<file path="src/rtl/hfc_pkg.sv">
// hfc_pkg: shared types, constants and helpers for the half/single float converter
// used by every module in rtl; depends on nothing
`default_nettype none

package hfc_pkg;

	// conversion direction, carried in tuser
	typedef enum logic {
		OP_H2S = 1'b0,
		OP_S2H = 1'b1
	} op_t;

	// operand class decided in the unpack stage
	typedef enum logic [1:0] {
		CLS_ZERO,
		CLS_SUB,
		CLS_NORM,
		CLS_SPEC
	} cls_t;

	// bias difference between binary32 and binary16 exponents
	localparam logic [7:0] BIAS_ADJ = 8'd112;
	// smallest single exponent that still lands in the half subnormal range
	localparam logic [7:0] S2H_SUB_MIN = 8'd102;
	// first single exponent that overflows half
	localparam logic [7:0] S2H_OVF = 8'd143;
	// round half-up constant below the 13 dropped bits
	localparam logic [24:0] RND_BIAS = 25'h0001000;
	localparam logic [4:0] HALF_EXP_MAX = 5'h1F;
	localparam logic [7:0] SINGLE_EXP_MAX = 8'hFF;

	// unpack stage output
	typedef struct packed {
		op_t op;
		logic sign;
		cls_t cls;
		logic [7:0] expo;
		logic [22:0] man;
		logic [3:0] shamt;
	} s1_t;

	// align stage output
	typedef struct packed {
		op_t op;
		logic sign;
		cls_t cls;
		logic [7:0] expo;
		logic [23:0] mant;
	} s2_t;

	// shift that brings a nonzero 10-bit half subnormal mantissa up to bit 10
	function automatic logic [3:0] lz_shift(input logic [9:0] man);
		logic [3:0] pos;
		pos = 4'd0;
		for (int i = 0; i < 10; i++) begin
			if (man[i]) begin
				pos = 4'(i);
			end
		end
		return 4'd10 - pos;
	endfunction

endpackage

`default_nettype wire

</file>
<file path="src/rtl/half_float_converter.sv">
// half_float_converter: top level, three-stage binary16/binary32 converter
// depends on hfc_pkg, hfc_unpack, hfc_align, hfc_pack
//
// channel   dir  signals                    content
// s_axis    in   s_tvalid s_tready s_tdata   operand_bits[31:0]
//                s_tuser                     opcode (0 half to single, 1 single to half)
// m_axis    out  m_tvalid m_tready m_tdata   result_bits[31:0]
//
// three register stages: unpack/classify, mantissa shift, round and assemble;
// an accepted item passes the unpack, align and pack registers in turn;
// one item can enter every cycle unless the full pipeline is stalled.
// every stage has its own valid bit and loads whenever it is empty or the
// stage after it moves, so bubbles close up while the output is stalled.
// arst_n clears only the valid bits; payload registers are not reset.
`default_nettype none

module half_float_converter (
	input  wire logic          clk,
	input  wire logic          arst_n,
	input  wire logic          s_tvalid,
	output logic               s_tready,
	input  wire logic [31:0]   s_tdata,   // operand_bits[31:0]
	input  wire logic          s_tuser,   // opcode[0]
	output logic               m_tvalid,
	input  wire logic          m_tready,
	output logic [31:0]        m_tdata    // result_bits[31:0]
);

	logic v_s1;
	logic v_s2;
	logic en1;
	logic en2;
	logic en3;
	hfc_pkg::s1_t d_s1;
	hfc_pkg::s2_t d_s2;
	hfc_pkg::op_t op_s3;

	// per-stage load enables, a stage moves if empty or drained downstream
	assign en3 = !m_tvalid || m_tready;
	assign en2 = !v_s2 || en3;
	assign en1 = !v_s1 || en2;
	assign s_tready = en1;

	hfc_unpack u_unpack (
		.clk          (clk),
		.arst_n       (arst_n),
		.en           (en1),
		.vin          (s_tvalid),
		.opcode       (s_tuser),
		.operand_bits (s_tdata),
		.vout         (v_s1),
		.dout         (d_s1)
	);

	hfc_align u_align (
		.clk    (clk),
		.arst_n (arst_n),
		.en     (en2),
		.vin    (v_s1),
		.din    (d_s1),
		.vout   (v_s2),
		.dout   (d_s2)
	);

	hfc_pack u_pack (
		.clk    (clk),
		.arst_n (arst_n),
		.en     (en3),
		.vin    (v_s2),
		.din    (d_s2),
		.vout   (m_tvalid),
		.op_s3  (op_s3),
		.res_s3 (m_tdata)
	);

	// accepted item lands in the first stage
	a_accept_fills_s1: assert property (@(posedge clk) disable iff (!arst_n)
		s_tvalid && s_tready |=> v_s1)
		else $error("accepted item did not reach stage 1");

	// full and stalled pipeline refuses input
	a_full_blocks_input: assert property (@(posedge clk) disable iff (!arst_n)
		v_s1 && v_s2 && m_tvalid && !m_tready |-> !s_tready)
		else $error("input taken while pipeline full and stalled");

	// an item in stage 2 moves to the output when the output frees
	a_s2_to_out: assert property (@(posedge clk) disable iff (!arst_n)
		v_s2 && en3 |=> m_tvalid)
		else $error("stage 2 item lost on the way to the output");

	// half results are zero-extended
	a_half_upper_zero: assert property (@(posedge clk) disable iff (!arst_n)
		m_tvalid && op_s3 == hfc_pkg::OP_S2H |-> m_tdata[31:16] == 16'h0000)
		else $error("half result has upper bits set");

endmodule

`default_nettype wire

</file>
<file path="src/rtl/hfc_unpack.sv">
// hfc_unpack: first pipeline stage, splits the operand and classifies it
// depends on hfc_pkg
`default_nettype none

module hfc_unpack (
	input  wire logic          clk,
	input  wire logic          arst_n,
	input  wire logic          en,
	input  wire logic          vin,
	input  wire logic          opcode,
	input  wire logic [31:0]   operand_bits,
	output logic               vout,
	output hfc_pkg::s1_t       dout
);

	hfc_pkg::s1_t nxt;
	logic [4:0] hexp;
	logic [9:0] hman;
	logic [7:0] sexp;

	assign hexp = operand_bits[14:10];
	assign hman = operand_bits[9:0];
	assign sexp = operand_bits[30:23];

	// field split and class decode
	always_comb begin
		nxt.op    = hfc_pkg::op_t'(opcode);
		nxt.sign  = 1'b0;
		nxt.cls   = hfc_pkg::CLS_ZERO;
		nxt.expo  = 8'd0;
		nxt.man   = 23'd0;
		nxt.shamt = 4'd0;
		if (nxt.op == hfc_pkg::OP_H2S) begin
			nxt.sign = operand_bits[15];
			nxt.expo = {3'b000, hexp};
			nxt.man  = {13'd0, hman};
			if (hexp == 5'd0) begin
				if (hman == 10'd0) begin
					nxt.cls = hfc_pkg::CLS_ZERO;
				end else begin
					nxt.cls   = hfc_pkg::CLS_SUB;
					nxt.shamt = hfc_pkg::lz_shift(hman);
				end
			end else if (hexp == hfc_pkg::HALF_EXP_MAX) begin
				nxt.cls = hfc_pkg::CLS_SPEC;
			end else begin
				nxt.cls = hfc_pkg::CLS_NORM;
			end
		end else begin
			nxt.sign = operand_bits[31];
			nxt.expo = sexp;
			nxt.man  = operand_bits[22:0];
			if (sexp < hfc_pkg::S2H_SUB_MIN) begin
				nxt.cls = hfc_pkg::CLS_ZERO;
			end else if (sexp <= hfc_pkg::BIAS_ADJ) begin
				nxt.cls   = hfc_pkg::CLS_SUB;
				nxt.shamt = 4'(hfc_pkg::BIAS_ADJ + 8'd1 - sexp);
			end else if (sexp >= hfc_pkg::S2H_OVF) begin
				nxt.cls = hfc_pkg::CLS_SPEC;
			end else begin
				nxt.cls = hfc_pkg::CLS_NORM;
			end
		end
	end

	// stage valid
	always_ff @(posedge clk or negedge arst_n) begin
		if (!arst_n) begin
			vout <= 1'b0;
		end else if (en) begin
			vout <= vin;
		end
	end

	// stage payload
	always_ff @(posedge clk) begin
		if (en && vin) begin
			dout <= nxt;
		end
	end

endmodule

`default_nettype wire

</file>
<file path="src/rtl/hfc_align.sv">
// hfc_align: second pipeline stage, normalizes or denormalizes the mantissa
// and rebiases the exponent; depends on hfc_pkg
`default_nettype none

module hfc_align (
	input  wire logic          clk,
	input  wire logic          arst_n,
	input  wire logic          en,
	input  wire logic          vin,
	input  wire hfc_pkg::s1_t  din,
	output logic               vout,
	output hfc_pkg::s2_t       dout
);

	hfc_pkg::s2_t nxt;

	// mantissa shift and exponent rebias
	always_comb begin
		nxt.op   = din.op;
		nxt.sign = din.sign;
		nxt.cls  = din.cls;
		nxt.expo = 8'd0;
		nxt.mant = 24'd0;
		if (din.op == hfc_pkg::OP_H2S) begin
			case (din.cls)
				hfc_pkg::CLS_SUB: begin
					nxt.expo = hfc_pkg::BIAS_ADJ + 8'd1 - {4'd0, din.shamt};
					nxt.mant = {14'd0, 10'(din.man[9:0] << din.shamt)};
				end
				hfc_pkg::CLS_NORM: begin
					nxt.expo = din.expo + hfc_pkg::BIAS_ADJ;
					nxt.mant = {14'd0, din.man[9:0]};
				end
				hfc_pkg::CLS_SPEC: begin
					nxt.expo = hfc_pkg::SINGLE_EXP_MAX;
					nxt.mant = {14'd0, din.man[9:0]};
				end
				default: begin
					nxt.expo = 8'd0;
					nxt.mant = 24'd0;
				end
			endcase
		end else begin
			case (din.cls)
				hfc_pkg::CLS_SUB: begin
					nxt.expo = 8'd0;
					nxt.mant = {1'b1, din.man} >> din.shamt;
				end
				hfc_pkg::CLS_NORM: begin
					nxt.expo = din.expo - hfc_pkg::BIAS_ADJ;
					nxt.mant = {1'b0, din.man};
				end
				default: begin
					nxt.expo = 8'd0;
					nxt.mant = 24'd0;
				end
			endcase
		end
	end

	// stage valid
	always_ff @(posedge clk or negedge arst_n) begin
		if (!arst_n) begin
			vout <= 1'b0;
		end else if (en) begin
			vout <= vin;
		end
	end

	// stage payload
	always_ff @(posedge clk) begin
		if (en && vin) begin
			dout <= nxt;
		end
	end

endmodule

`default_nettype wire

</file>
<file path="src/rtl/hfc_pack.sv">
// hfc_pack: third pipeline stage, rounds and assembles the result word
// this register is the output register; depends on hfc_pkg
`default_nettype none

module hfc_pack (
	input  wire logic          clk,
	input  wire logic          arst_n,
	input  wire logic          en,
	input  wire logic          vin,
	input  wire hfc_pkg::s2_t  din,
	output logic               vout,
	output hfc_pkg::op_t       op_s3,
	output logic [31:0]        res_s3
);

	logic [24:0] rsum;
	logic [11:0] rnd;
	logic [14:0] mag;
	logic [31:0] nxt;

	// round half-up, carry runs into the exponent
	assign rsum = {1'b0, din.mant} + hfc_pkg::RND_BIAS;
	assign rnd  = rsum[24:13];
	assign mag  = {din.expo[4:0], 10'd0} + {3'd0, rnd};

	// result assembly
	always_comb begin
		nxt = 32'd0;
		if (din.op == hfc_pkg::OP_H2S) begin
			case (din.cls)
				hfc_pkg::CLS_ZERO: nxt = {din.sign, 31'd0};
				default:           nxt = {din.sign, din.expo, din.mant[9:0], 13'd0};
			endcase
		end else begin
			case (din.cls)
				hfc_pkg::CLS_ZERO: nxt = {16'd0, din.sign, 15'd0};
				hfc_pkg::CLS_SPEC: nxt = {16'd0, din.sign, hfc_pkg::HALF_EXP_MAX, 10'd0};
				default:           nxt = {16'd0, din.sign, mag};
			endcase
		end
	end

	// stage valid
	always_ff @(posedge clk or negedge arst_n) begin
		if (!arst_n) begin
			vout <= 1'b0;
		end else if (en) begin
			vout <= vin;
		end
	end

	// stage payload
	always_ff @(posedge clk) begin
		if (en && vin) begin
			res_s3 <= nxt;
			op_s3  <= din.op;
		end
	end

endmodule

`default_nettype wire

</file>
<file path="config.mk">
export PLATFORM = sky130hd
export DESIGN_NAME = half_float_converter
export DESIGN_NICKNAME = d
export VERILOG_FILES = /design/src/rtl/hfc_pkg.sv /design/src/rtl/half_float_converter.sv /design/src/rtl/hfc_unpack.sv /design/src/rtl/hfc_align.sv /design/src/rtl/hfc_pack.sv
export SDC_FILE = /design/constraint.sdc
export NUM_CORES = 1
export LEC_CHECK = 0
export BUFFER_PORTS_ARGS = -buffer_cell sky130_fd_sc_hd__buf_2
export CAP_MARGIN = 20
export CORE_ASPECT_RATIO = 0.9
export CORE_MARGIN = 2
export CORE_UTILIZATION = 25
export CTS_BUF_LIST = sky130_fd_sc_hd__clkbuf_8
export DETAILED_ROUTE_END_ITERATION = 8
export GPL_TIMING_DRIVEN = 0
export PLACE_DENSITY = 0.43
export SLEW_MARGIN = 20
export SYNTH_ARGS = -nofsm -noshare
export SYNTH_HDL_FRONTEND = slang
export SYNTH_HIERARCHICAL = 1
export SYNTH_SLANG_ARGS = --single-unit
</file>
<file path="constraint.sdc">
create_clock -name clk -period 6.7 [get_ports clk]
set_clock_uncertainty 0.1 [all_clocks]
set_input_delay 1.34 -clock clk [delete_from_list [all_inputs] [get_ports clk]]
set_output_delay 1.34 -clock clk [all_outputs]
set_load 0.05 [all_outputs]
</file>
* After elaboration in Yosys (flattened, before gate mapping) *
Cells that the tools add are included.

operators by class
  mux-type cells = 29
  $lt $le $gt $ge = 3
  add/sub/neg operators = 7
  bitwise gates (word level) = 0
  eq/ne operators = 5
  $mul = 0
  shifts and indexed selects = 2
  div/mod/pow operators = 0
  reductions and logical operators = 12

operator list
  cell                      count
  $pmux W32 S3              1
  $mux W32                  2
  $pmux W32 S2              1
  $mux W38                  1
  $mux W4                   9
  $mux W31                  1
  $pmux W15 S2              1
  $add A24 B13 Y25 const B  1
  $shr A24 B4 Y24           1
  $add A15 B12 Y15          1
  $mux W3                   4
  $logic_not A10 Y1         1
  $mux W2                   5
  $shl A10 B4 Y10           1
  $add A8 B7 Y8 const B     1
  $ge A8 B8 Y1 const B      1
  $le A8 B7 Y1 const B      1
  $lt A8 B7 Y1 const B      1
  $sub A7 B4 Y8 const A     1
  $sub A8 B7 Y8 const B     1
  $eq A2 B2 Y1 const B      3
  $eq A5 B5 Y1 const B      1
  $logic_not A5 Y1          1
  $mux W1                   4
  other kinds (7)           13

word-level totals
  bits in read-only memories = 0
  bits in writable memories = 0
  bits of input ports = 37
  logic and storage cells = 75
  register bits = 110
  memories = 0
  bits in latches = 0

* Depth between registers and ports, before layout *
  depth after elaboration = 16
  gate-level depth with buffers = 9

* Hierarchy *
Netlist, hierarchy kept.

modules (own cells, without submodules)
  module                cells an instance  area an instance (µm²)  times used
  hfc_align             321                3140.5                  1
  hfc_unpack            112                1706.6                  1
  hfc_pack              133                1659.1                  1
  half_float_converter  3                  22.5                    1

* Least setup slack after synthesis *
OpenSTA, ideal clock, no wires.

  path kind = input -> output
  start point = input m_tready
  end point = output s_tready
  cell stages on the path = 1
  data required time = 5260 ps
  arrival time = 1926 ps
  buffers on the path = 0
  setup slack = 3334 ps
  cells stage by stage = nand4b_1

on the way
  longest elaborated chain between the ends = 3

ends and longest elaborated chain
  what                RTL line                    text
  start, declared     half_float_converter.sv:25  input wire logic m_tready,
  $logic_or A1 B1 Y1  half_float_converter.sv:39  assign en3 = !m_tvalid || m_tready;
  $logic_or A1 B1 Y1  half_float_converter.sv:40  assign en2 = !v_s2 || en3;
  $logic_or A1 B1 Y1  half_float_converter.sv:41  assign en1 = !v_s1 || en2;
  end, declared       half_float_converter.sv:21  output logic s_tready,

No other way between the ends.

* Final worst setup path *
Same ends and word-level chain as after synthesis.

==> summary.txt <==
Placed design
  • Number of I/O port buffers: 70
  • Setup WS pre-CTS: 3.37 ns
  • Final Wtd Congestion: 0.912
  • Placed cells: 975
  • Detailed Place HPWL: 14.7 mm
  • Placed inst area: 0.00721 sq mm

Floorplanning
  • # IOs: 71
  • Die W: 173 um
  • Placeable Area: 0.0252 sq mm
  • Die area: 0.0269 sq mm
  • # rows: 55
  • Starting Density: 25.5%
  • Die H: 156 um

Routing
  • Total number of vias: 4854
  • Drt pass-1 iters: 5
  • DRT antenna net count: 0
  • DR WL/cell: 19.1 um
  • WL final: 18.9 mm
  • Drt drc: 0
  • Vias per inst: 4.90
  • DRT iter0 DRCs: 407

Global route
  • Total grt overflow: 0
  • Vias in the first global route: 4728
  • Initial antenna violation count: 0
  • First-pass GRT wire length: 28.9 mm
  • Total Routing Usage GR: 14.1%
  • Largest net degree at the start of global routing: 35

Clock network
  • TritonCTS clock tree: done
  • Total CTS buffers: 9
  • Clk sinks: 108
  • Clk pin slew, worst setup/hold paths: 0.10 ns
  • Clock tree buffer depth: 2
  • Skew-Pair Late Insertion Delay: 0.39 ns
  • CTS resizes: 0
  • Root Buffer Master: clkbuf_8
  • Setup bufs post-CTS: 0
  • Cts hold-fix bufs: 0
  • # H-tree levels: 3

Timing
  • Setup ws final: 3.36 ns
  • Final worst path period share: 49.8%
  • Worst hold margin: 0.399 ns
  • Fmax: 299 MHz
  • Rel. slew slack: 49.6%
  • Final hold viol count: 0
  • Tightest Pin Transition: 0.753 ns
  • Endpoints failing setup: 0
  • Max-slew violations: 0
  • RSZ-0062 raised after global routing: false
  • Setup_tns: 0 ns
  • Post-layout min period: 3.34 ns

Pwr
  • Pleak: 2.75 nW
  • Peak VDD IR: 0.0746 mV
  • PnR Total Power: 1.71 mW
  • PwrDens: 231 mW/mm^2

Synth
  • Yosys warnings: 6
  • Syn Inst Count: 562
  • Synth Net Count: 614
  • Syn_area_per_cell: 11.4 sq um
  • Synthesized cell area: 0.00641 sq mm

Job
  • Max Cap Viol: 0

Final layout
  • Final core utilization: 29.3%
  • Nets: 696
  • Finished Layout Cells: 990
  • Fraction of layout cells with a size suffix above 1: 21.9%
  • Final Instance Area: 0.00738 sq mm
  • Layout area overhead: 15.2%
  • Antenna cells: 0

Setup path
  • Worst EP arrival: 1.90 ns
  • Startpoint types: primary input
  • Worst EP required: 5.26 ns
  • Crit-path max FO: 3
  • Crit path kind: in2out
  • Setup crit end kind: output port

Outcome
  • Status: completed

Worst hold path
  • HP Class: reg2reg
per-layer routing:
layer  GRT usage (%)  wire length [um]  up-vias
li1                -                 -     2303
met3            2.73              1090       19
met2            21.7              8470      176
met4            4.76               359        0
met1            19.9              9010     2356
met5               0                 0        -
area by class of cell:
cell class	instances	area, sq um
Timing Repair Buffer	71	370
Fill cell	2642	17800
Clock buffer	9	124
Tap cell	342	428
Multi-Input combinational cell	404	2940
Buffer	31	176
Sequential cell	108	3230
Clock inverter	6	46.3
Inverter	19	71.3
power by group:
group	switching (mW)	internal (mW)	leakage (nW)
logic	0.308	0.137	1.58
clock network	0.234	0.137	0.0894
registers	0.0504	0.839	1.08
total	0.592	1.11	2.75
state kept, by name, indices dropped and copies added (netlist names):
name,cells
u_align/vout,1
u_pack/vout,1
u_unpack/dout,39
u_unpack/vout,1
u_align/dout,34
u_pack/res_s3,32
worst paths after layout:
path / cells past startpoint / slack, ns / end / from
worst min register to register: 0 / 0.40 / u_align/dout[34] / u_unpack/dout[37]
worst max register to register: 9 / 3.88 / u_align/dout[5] / u_unpack/dout[36]
min in group asynchronous: 1 / 0.64 / u_align/vout / arst_n
worst min-delay path: 0 / 0.40 / u_align/dout[34] / u_unpack/dout[37]
worst max-delay path: 3 / 3.36 / s_tready / m_tready
max in group asynchronous: 1 / 5.76 / u_pack/vout / arst_n
critical path: stages:
cell and delay (ns):
buf_2 0.11, nand4b_1 0.20, buf_2 0.25
layout by cell type, fill, tap and decap left out, types with 9 or more instances in the layout:
master	instances
nand3_1	11
nor3_1	10
nand2b_1	12
mux2i_1	35
clkbuf_1	15
clkbuf_8	9
inv_1	18
ha_1	14
buf_2	78
and2_1	32
edfxtp_1	105
nor2_1	40
mux2_2	24
o21ai_0	21
nand2_1	46
a21oi_1	25
Power figures use the tool's default switching activity.
